**config.mk**
```make
export PLATFORM = sky130hd
export DESIGN_NAME = key_click_event_detector
export DESIGN_NICKNAME = d
export VERILOG_FILES = /design/src/rtl/kced_pkg.sv /design/src/rtl/kced_eval.sv /design/src/rtl/key_click_event_detector.sv
export SDC_FILE = /design/constraint.sdc
export NUM_CORES = 1
export LEC_CHECK = 0
export BUFFER_PORTS_ARGS = -buffer_cell sky130_fd_sc_hd__buf_2
export CORE_MARGIN = 2
export CORE_UTILIZATION = 26
export CTS_BUF_LIST = sky130_fd_sc_hd__clkbuf_4
export DETAILED_ROUTE_END_ITERATION = 8
export PLACE_DENSITY_LB_ADDON = 0.25
export SLEW_MARGIN = 20
export SYNTH_ARGS = -nofsm -noshare
export SYNTH_HDL_FRONTEND = slang
export SYNTH_SLANG_ARGS = --single-unit
```
**constraint.sdc**
```tcl
create_clock -name clk -period 4.15 [get_ports clk]
set_input_delay 0 -clock clk [delete_from_list [all_inputs] [get_ports clk]]
set_output_delay 0 -clock clk [all_outputs]
set_load 0.005 [all_outputs]
```
**src/rtl/kced_pkg.sv**
```systemverilog
`timescale 1ns / 1ps

package kced_pkg;

  // width of the raw level input, one bit per key
  localparam int MAX_KEYS = 8;

  // per-key phase codes as kept in the state memory
  typedef enum logic [2:0] {
    PH_IDLE    = 3'd0,
    PH_PRESSED = 3'd1,
    PH_HOLD    = 3'd2,
    PH_LONG    = 3'd3,
    PH_SWAIT   = 3'd4,
    PH_DPRESS  = 3'd5
  } key_phase_t;

  // event codes on the result channel
  typedef enum logic [2:0] {
    EV_PRESS    = 3'd0,
    EV_RELEASE  = 3'd1,
    EV_LPRESS   = 3'd2,
    EV_LRELEASE = 3'd3,
    EV_CLICK    = 3'd4,
    EV_DCLICK   = 3'd5
  } event_code_t;

  // configuration register indexes
  typedef enum logic [1:0] {
    REG_DEBOUNCE     = 2'd0,
    REG_LONG_PRESS   = 2'd1,
    REG_DOUBLE_CLICK = 2'd2
  } cfg_reg_t;

  // one entry of the per-key state memory
  typedef struct packed {
    key_phase_t  phase;
    logic        stable;
    logic [3:0]  deb_cnt;
    logic [15:0] hold_cnt;
    logic [15:0] rel_cnt;
  } key_entry_t;

  localparam key_entry_t KEY_STATE_RESET = '{
    phase:    PH_IDLE,
    stable:   1'b0,
    deb_cnt:  4'd0,
    hold_cnt: 16'd0,
    rel_cnt:  16'd0
  };

  // new state of one key plus the events it raised this tick
  typedef struct packed {
    key_entry_t  state;
    logic [1:0]  ev_n;
    event_code_t ev0;
    event_code_t ev1;
  } key_update_t;

endpackage

```
**src/rtl/kced_eval.sv**
```systemverilog
`timescale 1ns / 1ps

module kced_eval (
  input  kced_pkg::key_entry_t  cur,
  input  logic                  raw,
  input  logic [3:0]            debounce_ticks,
  input  logic [15:0]           long_press_ticks,
  input  logic [15:0]           double_click_ticks,
  output kced_pkg::key_update_t upd
);
  import kced_pkg::*;

  logic [3:0]  deb_inc;
  logic [15:0] hold_inc;
  logic [15:0] rel_inc;
  logic        stable_next;
  logic [3:0]  deb_next;
  logic        pressed;

  assign deb_inc  = cur.deb_cnt + 4'd1;
  assign hold_inc = cur.hold_cnt + 16'd1;
  assign rel_inc  = cur.rel_cnt + 16'd1;

  // debounce: adopt a differing level once it persisted long enough
  always_comb begin
    stable_next = cur.stable;
    deb_next    = 4'd0;
    if (raw != cur.stable) begin
      if (deb_inc >= debounce_ticks) begin
        stable_next = raw;
      end else begin
        deb_next = deb_inc;
      end
    end
  end

  assign pressed = stable_next;

  // click phase machine
  always_comb begin
    upd              = '0;
    upd.state        = cur;
    upd.state.stable = stable_next;
    upd.state.deb_cnt = deb_next;
    upd.ev_n         = 2'd0;
    upd.ev0          = EV_PRESS;
    upd.ev1          = EV_PRESS;
    unique case (cur.phase)
      PH_IDLE: begin
        if (pressed) begin
          upd.state.phase = PH_PRESSED;
        end
      end
      PH_PRESSED: begin
        upd.ev_n           = 2'd1;
        upd.ev0            = EV_PRESS;
        upd.state.hold_cnt = 16'd0;
        upd.state.phase    = PH_HOLD;
      end
      PH_HOLD: begin
        if (!pressed) begin
          upd.ev_n          = 2'd1;
          upd.ev0           = EV_RELEASE;
          upd.state.rel_cnt = 16'd0;
          upd.state.phase   = PH_SWAIT;
        end else begin
          upd.state.hold_cnt = hold_inc;
          if (hold_inc >= long_press_ticks) begin
            upd.ev_n        = 2'd1;
            upd.ev0         = EV_LPRESS;
            upd.state.phase = PH_LONG;
          end
        end
      end
      PH_LONG: begin
        if (!pressed) begin
          upd.ev_n        = 2'd1;
          upd.ev0         = EV_LRELEASE;
          upd.state.phase = PH_IDLE;
        end
      end
      PH_SWAIT: begin
        if (pressed) begin
          upd.ev_n           = 2'd1;
          upd.ev0            = EV_PRESS;
          upd.state.hold_cnt = 16'd0;
          upd.state.phase    = PH_DPRESS;
        end else begin
          upd.state.rel_cnt = rel_inc;
          if (rel_inc >= double_click_ticks) begin
            upd.ev_n        = 2'd1;
            upd.ev0         = EV_CLICK;
            upd.state.phase = PH_IDLE;
          end
        end
      end
      PH_DPRESS: begin
        if (!pressed) begin
          upd.ev_n        = 2'd2;
          upd.ev0         = EV_RELEASE;
          upd.ev1         = EV_DCLICK;
          upd.state.phase = PH_IDLE;
        end
      end
      default: begin
        upd.state.phase = PH_IDLE;
      end
    endcase
  end

endmodule

```
**src/rtl/key_click_event_detector.sv**
```systemverilog
`timescale 1ns / 1ps
// per key: a state memory read, then update and write back, then emission of each
// event raised; an item enters from idle and ends with a flush of the held event
// items: a new one is taken only in idle, after the previous one has flushed;
// the result side stalling holds it up, and the memory is visited one key at a time
// reset: config back to 3 / 100 / 30, every key idle and released via entry valid bits
module key_click_event_detector #(
  parameter int KEY_COUNT = 8
) (
  input  logic        clk,
  input  logic        rst,
  input  logic        cfg_we,
  input  logic [1:0]  cfg_index,
  input  logic [15:0] cfg_data,
  input  logic        in_valid,
  output logic        in_ready,
  input  logic [7:0]  key_levels,
  output logic        out_valid,
  input  logic        out_ready,
  output logic [2:0]  key_index,
  output logic [2:0]  event_code,
  output logic        last
);
  import kced_pkg::*;

  localparam int NKEYS = (KEY_COUNT > MAX_KEYS) ? MAX_KEYS : KEY_COUNT;
  localparam int IDX_W = (NKEYS > 1) ? $clog2(NKEYS) : 1;

  typedef enum logic [5:0] {
    S_IDLE  = 6'b000001,
    S_READ  = 6'b000010,
    S_EVAL  = 6'b000100,
    S_EMIT0 = 6'b001000,
    S_EMIT1 = 6'b010000,
    S_FLUSH = 6'b100000
  } seq_state_t;

  seq_state_t  state;
  seq_state_t  state_next;

  logic [3:0]  debounce_ticks;
  logic [15:0] long_press_ticks;
  logic [15:0] double_click_ticks;

  key_entry_t  key_mem [NKEYS];
  key_entry_t  rdata;
  logic        rd_ok;
  logic [NKEYS-1:0] entry_valid;

  logic [NKEYS-1:0] levels;
  logic [IDX_W-1:0] key_cnt;
  logic             last_key;

  key_entry_t  cur;
  key_update_t upd;
  logic [1:0]  ev_n;
  event_code_t ev0;
  event_code_t ev1;

  // one event held back until it is known whether another follows
  logic        hold_valid;
  logic [2:0]  hold_key;
  event_code_t hold_code;

  logic        slot_free;
  logic        push;
  event_code_t push_code;
  logic        flush_out;
  logic        advance;

  // configuration registers
  always_ff @(posedge clk) begin
    if (rst) begin
      debounce_ticks     <= 4'd3;
      long_press_ticks   <= 16'd100;
      double_click_ticks <= 16'd30;
    end else if (cfg_we) begin
      unique case (cfg_index)
        REG_DEBOUNCE:     debounce_ticks     <= cfg_data[3:0];
        REG_LONG_PRESS:   long_press_ticks   <= cfg_data;
        REG_DOUBLE_CLICK: double_click_ticks <= cfg_data;
        default: ;
      endcase
    end
  end

  // state memory: read every cycle at the current key, written in the update cycle;
  // keys are visited strictly one after another so no entry is read while in flight
  always_ff @(posedge clk) begin
    rdata <= key_mem[key_cnt];
    if (state == S_EVAL) begin
      key_mem[key_cnt] <= upd.state;
    end
  end

  // entry valid bits stand in for the memory reset
  always_ff @(posedge clk) begin
    if (rst) begin
      entry_valid <= '0;
      rd_ok       <= 1'b0;
    end else begin
      rd_ok <= entry_valid[key_cnt];
      if (state == S_EVAL) begin
        entry_valid[key_cnt] <= 1'b1;
      end
    end
  end

  assign cur = rd_ok ? rdata : KEY_STATE_RESET;

  kced_eval u_eval (
    .cur                (cur),
    .raw                (levels[key_cnt]),
    .debounce_ticks     (debounce_ticks),
    .long_press_ticks   (long_press_ticks),
    .double_click_ticks (double_click_ticks),
    .upd                (upd)
  );

  assign in_ready  = (state == S_IDLE);
  assign slot_free = !out_valid || out_ready;
  assign last_key  = (key_cnt == IDX_W'(NKEYS - 1));

  // sequencer control
  always_comb begin
    state_next = state;
    push       = 1'b0;
    push_code  = ev0;
    flush_out  = 1'b0;
    advance    = 1'b0;
    unique case (state)
      S_IDLE: begin
        if (in_valid) begin
          state_next = S_READ;
        end
      end
      S_READ: begin
        state_next = S_EVAL;
      end
      S_EVAL: begin
        if (upd.ev_n == 2'd0) begin
          advance = 1'b1;
        end else begin
          state_next = S_EMIT0;
        end
      end
      S_EMIT0: begin
        if (!hold_valid || slot_free) begin
          push = 1'b1;
          if (ev_n == 2'd2) begin
            state_next = S_EMIT1;
          end else begin
            advance = 1'b1;
          end
        end
      end
      S_EMIT1: begin
        if (!hold_valid || slot_free) begin
          push      = 1'b1;
          push_code = ev1;
          advance   = 1'b1;
        end
      end
      S_FLUSH: begin
        if (!hold_valid) begin
          state_next = S_IDLE;
        end else if (slot_free) begin
          flush_out  = 1'b1;
          state_next = S_IDLE;
        end
      end
      default: begin
        state_next = S_IDLE;
      end
    endcase
    if (advance) begin
      state_next = last_key ? S_FLUSH : S_READ;
    end
  end

  always_ff @(posedge clk) begin
    if (rst) begin
      state <= S_IDLE;
    end else begin
      state <= state_next;
    end
  end

  // item capture and key walk
  always_ff @(posedge clk) begin
    if (in_valid && in_ready) begin
      levels  <= key_levels[NKEYS-1:0];
      key_cnt <= '0;
    end else if (advance && !last_key) begin
      key_cnt <= key_cnt + IDX_W'(1);
    end
  end

  // events of the key being worked on
  always_ff @(posedge clk) begin
    if (state == S_EVAL) begin
      ev_n <= upd.ev_n;
      ev0  <= upd.ev0;
      ev1  <= upd.ev1;
    end
  end

  // held event and output register
  always_ff @(posedge clk) begin
    if (rst) begin
      hold_valid <= 1'b0;
      out_valid  <= 1'b0;
    end else begin
      if (push) begin
        hold_valid <= 1'b1;
      end else if (flush_out) begin
        hold_valid <= 1'b0;
      end
      if ((push && hold_valid) || flush_out) begin
        out_valid <= 1'b1;
      end else if (out_valid && out_ready) begin
        out_valid <= 1'b0;
      end
    end
  end

  always_ff @(posedge clk) begin
    if (push) begin
      hold_key  <= 3'(key_cnt);
      hold_code <= push_code;
      if (hold_valid) begin
        key_index  <= hold_key;
        event_code <= hold_code;
        last       <= 1'b0;
      end
    end else if (flush_out) begin
      key_index  <= hold_key;
      event_code <= hold_code;
      last       <= 1'b1;
    end
  end

`ifndef SYNTHESIS
  // a new item is only taken once the previous tick has sent its final event
  assert property (@(posedge clk) disable iff (rst) in_ready |-> !hold_valid)
    else $error("item accepted with an event still held");

  // the update cycle always follows a memory read cycle
  assert property (@(posedge clk) disable iff (rst) (state == S_EVAL) |-> $past(state) == S_READ)
    else $error("key update without a preceding state read");

  // a waiting event stays put until it is taken
  assert property (@(posedge clk) disable iff (rst)
      (out_valid && !out_ready) |=> (out_valid && $stable({key_index, event_code, last})))
    else $error("waiting event changed before it was taken");

  // event codes stay within the defined set
  assert property (@(posedge clk) disable iff (rst)
      out_valid |-> (event_code <= 3'(EV_DCLICK)))
    else $error("undefined event code on output");
`endif

endmodule
```
==> qor.yml <==
run_status: "finished clean"
drt_first_pass_iters: 5
viasPerCell: 4.77
rsz_0062_raised_after_global_routing: "no"
internal_power_mw: 7.29
grt_first_pass_wirelength_mm: 73.5
total_leakage_power_nw: 7.77
most_used_cells_in_the_layout_excluding_fill_and_tap_cells: "edfxtp_1, clkbuf_4, a22oi_1"
global_route_hottest_layer: "met2"
htree_num_levels: 3
port_buffers: 39
edff_count_synth: 347
share_of_the_clock_period_used_by_the_worst_path_after_layout: 0.930
detail-route-antenna-nets: 0
maximum_number_of_pins_on_one_net_before_global_route_repair: 43
wire_per_inst_um: 20.0
worstPathMaxFanout: 30
finalHoldViolations: 0
clock-skew-final_ps: 67.7
drive_gt1_frac: 0.199
finalSetupTns_ps: 0
layout_commonest_cell: "edfxtp_1"
crit_arrival_ps: 4370
grt_util_met1: 0.189
synth_seq_area_share: 0.694
start_kind: "register"
type_of_the_worst_min_delay_path: "input port to register"
highest_achievable_clock_rate_ghz: 0.259
synth-async-reset-ratio: 0
tritoncts: "yes"
cts_setup_buffers: 0
syn_area_per_cell_um2: 13.7
timing.max_slew.rel_slack: 0.342
cpMaxStageDelayCell: "o221ai_1"
finalNetCount: 1573
vias: 11800
placeableCoreArea_um2: 67400
crit_path_cell_trace: "buf_4 > and2_1 > ha_1 > ha_1 > nor3b_1 > o21bai_1 > a21o_1 > a21boi_4 > inv_2 > ha_1 > o221ai_1"
die-height_um: 265
cts_root_buf: "clkbuf_4"
max_stage_delay_ps: 580
power.switching_fraction: 0.250
clock_insertion_delay_worst_skew_ps: 860
postRouteWirelength_mm: 49.3
max-clock-path-buffers: 3
final-max-slew-violation-count: 0
total_switching_power_mw: 2.43
routabilityCongestion: 0.815
ioPinCount: 40
finalSetupViolations: 0
drc: 0
critical_path_class: "register to register"
power.density_cell_area_nw_per_um2: 451
synthFlopType: "edfxtp_1"
finalWorstPathRequiredPeriod_ps: 3860
synth_area_um2: 17800
grt.met2_usage: 0.220
number_of_storage_elements_in_the_synthesis_netlist: 443
post_synth_inst_count: 1297
drv_cap: 0
timing.critical_path.mode_cell: "ha_1"
first_drt_iteration_drcs: 979
area.growth.synth_to_final_pct: 21.1
initial_utilization: 0.264
combPwrFrac: 0.088
grt-ovfl-total: 0
power_frac_clock: 0.392
first_global_vias: 11800
dp.final_hpwl_mm: 27.6
worst-endpoint-required_ps: 4660
crit_path_end_kind: "register"
worst_ir_drop_vdd_uv: 178
finalNonFillerCells: 2468
cts.reportedPaths.clkPinSlew_ps: 60
cts_inserted_buffers: 112
clkSinkCount: 443
gr-usage-met3: 0.0296
count_of_standard_cell_rows: 95
worst-slew-pin-transition_ps: 986
grt_antenna_before_repair: 2
synth-warning-count: 0
placed_cells: 2180
grt_util_all_layers: 0.139
die_w_um: 265
ys_types: 76
seqPwrFrac: 0.520
floorplan.die_area_um2: 70500
regToRegSetupSlack_ps: 290
fill_cells: 6695
syn-num-nets: 1371
stage by stage:
stage / setup slack [ps] / total power [mW] / util / cell area (um^2) / hold WS (ps)
after global routing: 13.6 / 10.2 / 0.319 / 21500 / 93.4
after CTS: 145 / 9.85 / 0.319 / 21500 / 20.9
final: 290 / 9.71 / 0.319 / 21500 / 113
after global placement: 261 / 5.94 / 0.285 / 19200 / 183
after floorplan: 29.2 / 5.60 / - / 17800 / 98.9
after detailed placement: 222 / 5.94 / 0.285 / 19200 / 178
worst max-delay path: cells and delay by family (launching register included):
family / cells / cell delay (ps)
AND/OR/NAND/NOR: 2 / 500
buffers and inverters: 2 / 430
flip-flops: 1 / 400
AO/OA/AOI/OAI: 4 / 1420
adder cells (fa/ha/maj): 3 / 730
repair_timing:
item / in CTS / in global routing
endpoints found under the setup margin: 0 / 116
resized for setup: 0 / 7
hold buffers: 78 / 0
endpoints found under the hold margin: 88 / 0
synthesized netlist by cell type (all sizes together) (3+ instances only):
master | number | area share
and2 | 37 | 0.013
a21boi | 3 | 0.0019
nand3b | 3 | 0.0013
a22oi | 152 | 0.065
o22ai | 3 | 0.0011
buf | 16 | 0.0056
nor2b | 8 | 0.0028
and4 | 3 | 0.0015
o211ai | 3 | 0.0013
a21o | 5 | 0.0021
xor2 | 6 | 0.0030
a21oi | 53 | 0.015
o21ai | 28 | 0.0079
mux2i | 5 | 0.0028
mux2 | 3 | 0.0019
nor4 | 3 | 0.0011
a211oi | 4 | 0.0017
edfxtp | 347 | 0.59
nand4 | 39 | 0.014
nor3 | 8 | 0.0025
or3 | 5 | 0.0018
xnor2 | 22 | 0.011
inv | 46 | 0.0097
nand3 | 36 | 0.010
a31oi | 5 | 0.0018
and3 | 11 | 0.0044
clkbuf | 55 | 0.012
dfxtp | 96 | 0.11
nand2 | 97 | 0.021
nor2 | 65 | 0.014
a221oi | 9 | 0.0044
and3b | 5 | 0.0025
ha | 43 | 0.030
a32o | 9 | 0.0051
nand2b | 9 | 0.0032
nor3b | 7 | 0.0042
a22o | 18 | 0.0089
final timing paths:
path / depth (start not counted) / startpoint / to
setup reg to reg: 11 / rd_ok$_SDFF_PP0_ / key_mem[3][0]$_DFFE_PP_
hold / removal: 4 / in_valid / state[1]$_SDFFE_PP0P_
hold reg to reg: 0 / hold_key[0]$_DFFE_PP_ / key_index[0]$_DFFE_PP_
setup / recovery: 11 / rd_ok$_SDFF_PP0_ / key_mem[3][0]$_DFFE_PP_
logic make-up (layout without fill, tap and decap cells):
| logic type | Yosys count | after routing | share of synthesized area |
|---|---|---|---|
| fa+ha+maj | 43 | 43 | 0.0303 |
| mux | 8 | 8 | 0.00472 |
| other cells | 0 | 2 | 0 |
| flops | 443 | 443 | 0.694 |
| buf+inv | 117 | 413 | 0.0269 |
| simple gates | 341 | 341 | 0.0993 |
| xor+xnor | 28 | 28 | 0.0138 |
| compound gates | 317 | 317 | 0.131 |
sequential cells by signal (all words and copies together) (netlist names), 4 cells and up:
| name | flops |
|---|---|
| debounce_ticks | 4 |
| rdata | 40 |
| state | 6 |
| key_mem | 320 |
| long_press_ticks | 16 |
| double_click_ticks | 16 |
| entry_valid | 8 |
| levels | 8 |
power by group through the flow:
stage / Combinational (mW) / Sequential (mW) / Clock, mW
finish: 0.852 / 5.05 / 3.81
global route: 0.935 / 5.06 / 4.17
CTS: 0.853 / 5.05 / 3.95
detailed placement: 0.798 / 5.14 / 0
global placement: 0.796 / 5.15 / 0
floorplan: 0.529 / 5.08 / 0
routing by layer:
metal,vias up,part of all wire
li1,5485,-
met1,5879,0.47
met2,332,0.46
met3,80,0.050
met4,0,0.024
met5,-,0
area by class of cell:
class | instances | area [um^2] | area share
flip-flops and latches | 443 | 12300 | 0.573
multi-input cells | 737 | 5020 | 0.233
repair buffers | 159 | 1380 | 0.0640
clock buffers | 183 | 1370 | 0.0638
well taps | 873 | 1090 | 0.0507
inverters | 46 | 173 | 0.00802
clock inverters | 25 | 143 | 0.00663
diodes | 2 | 5.00 | 0.000232
Note: power is estimated with default switching activity, not from simulation.
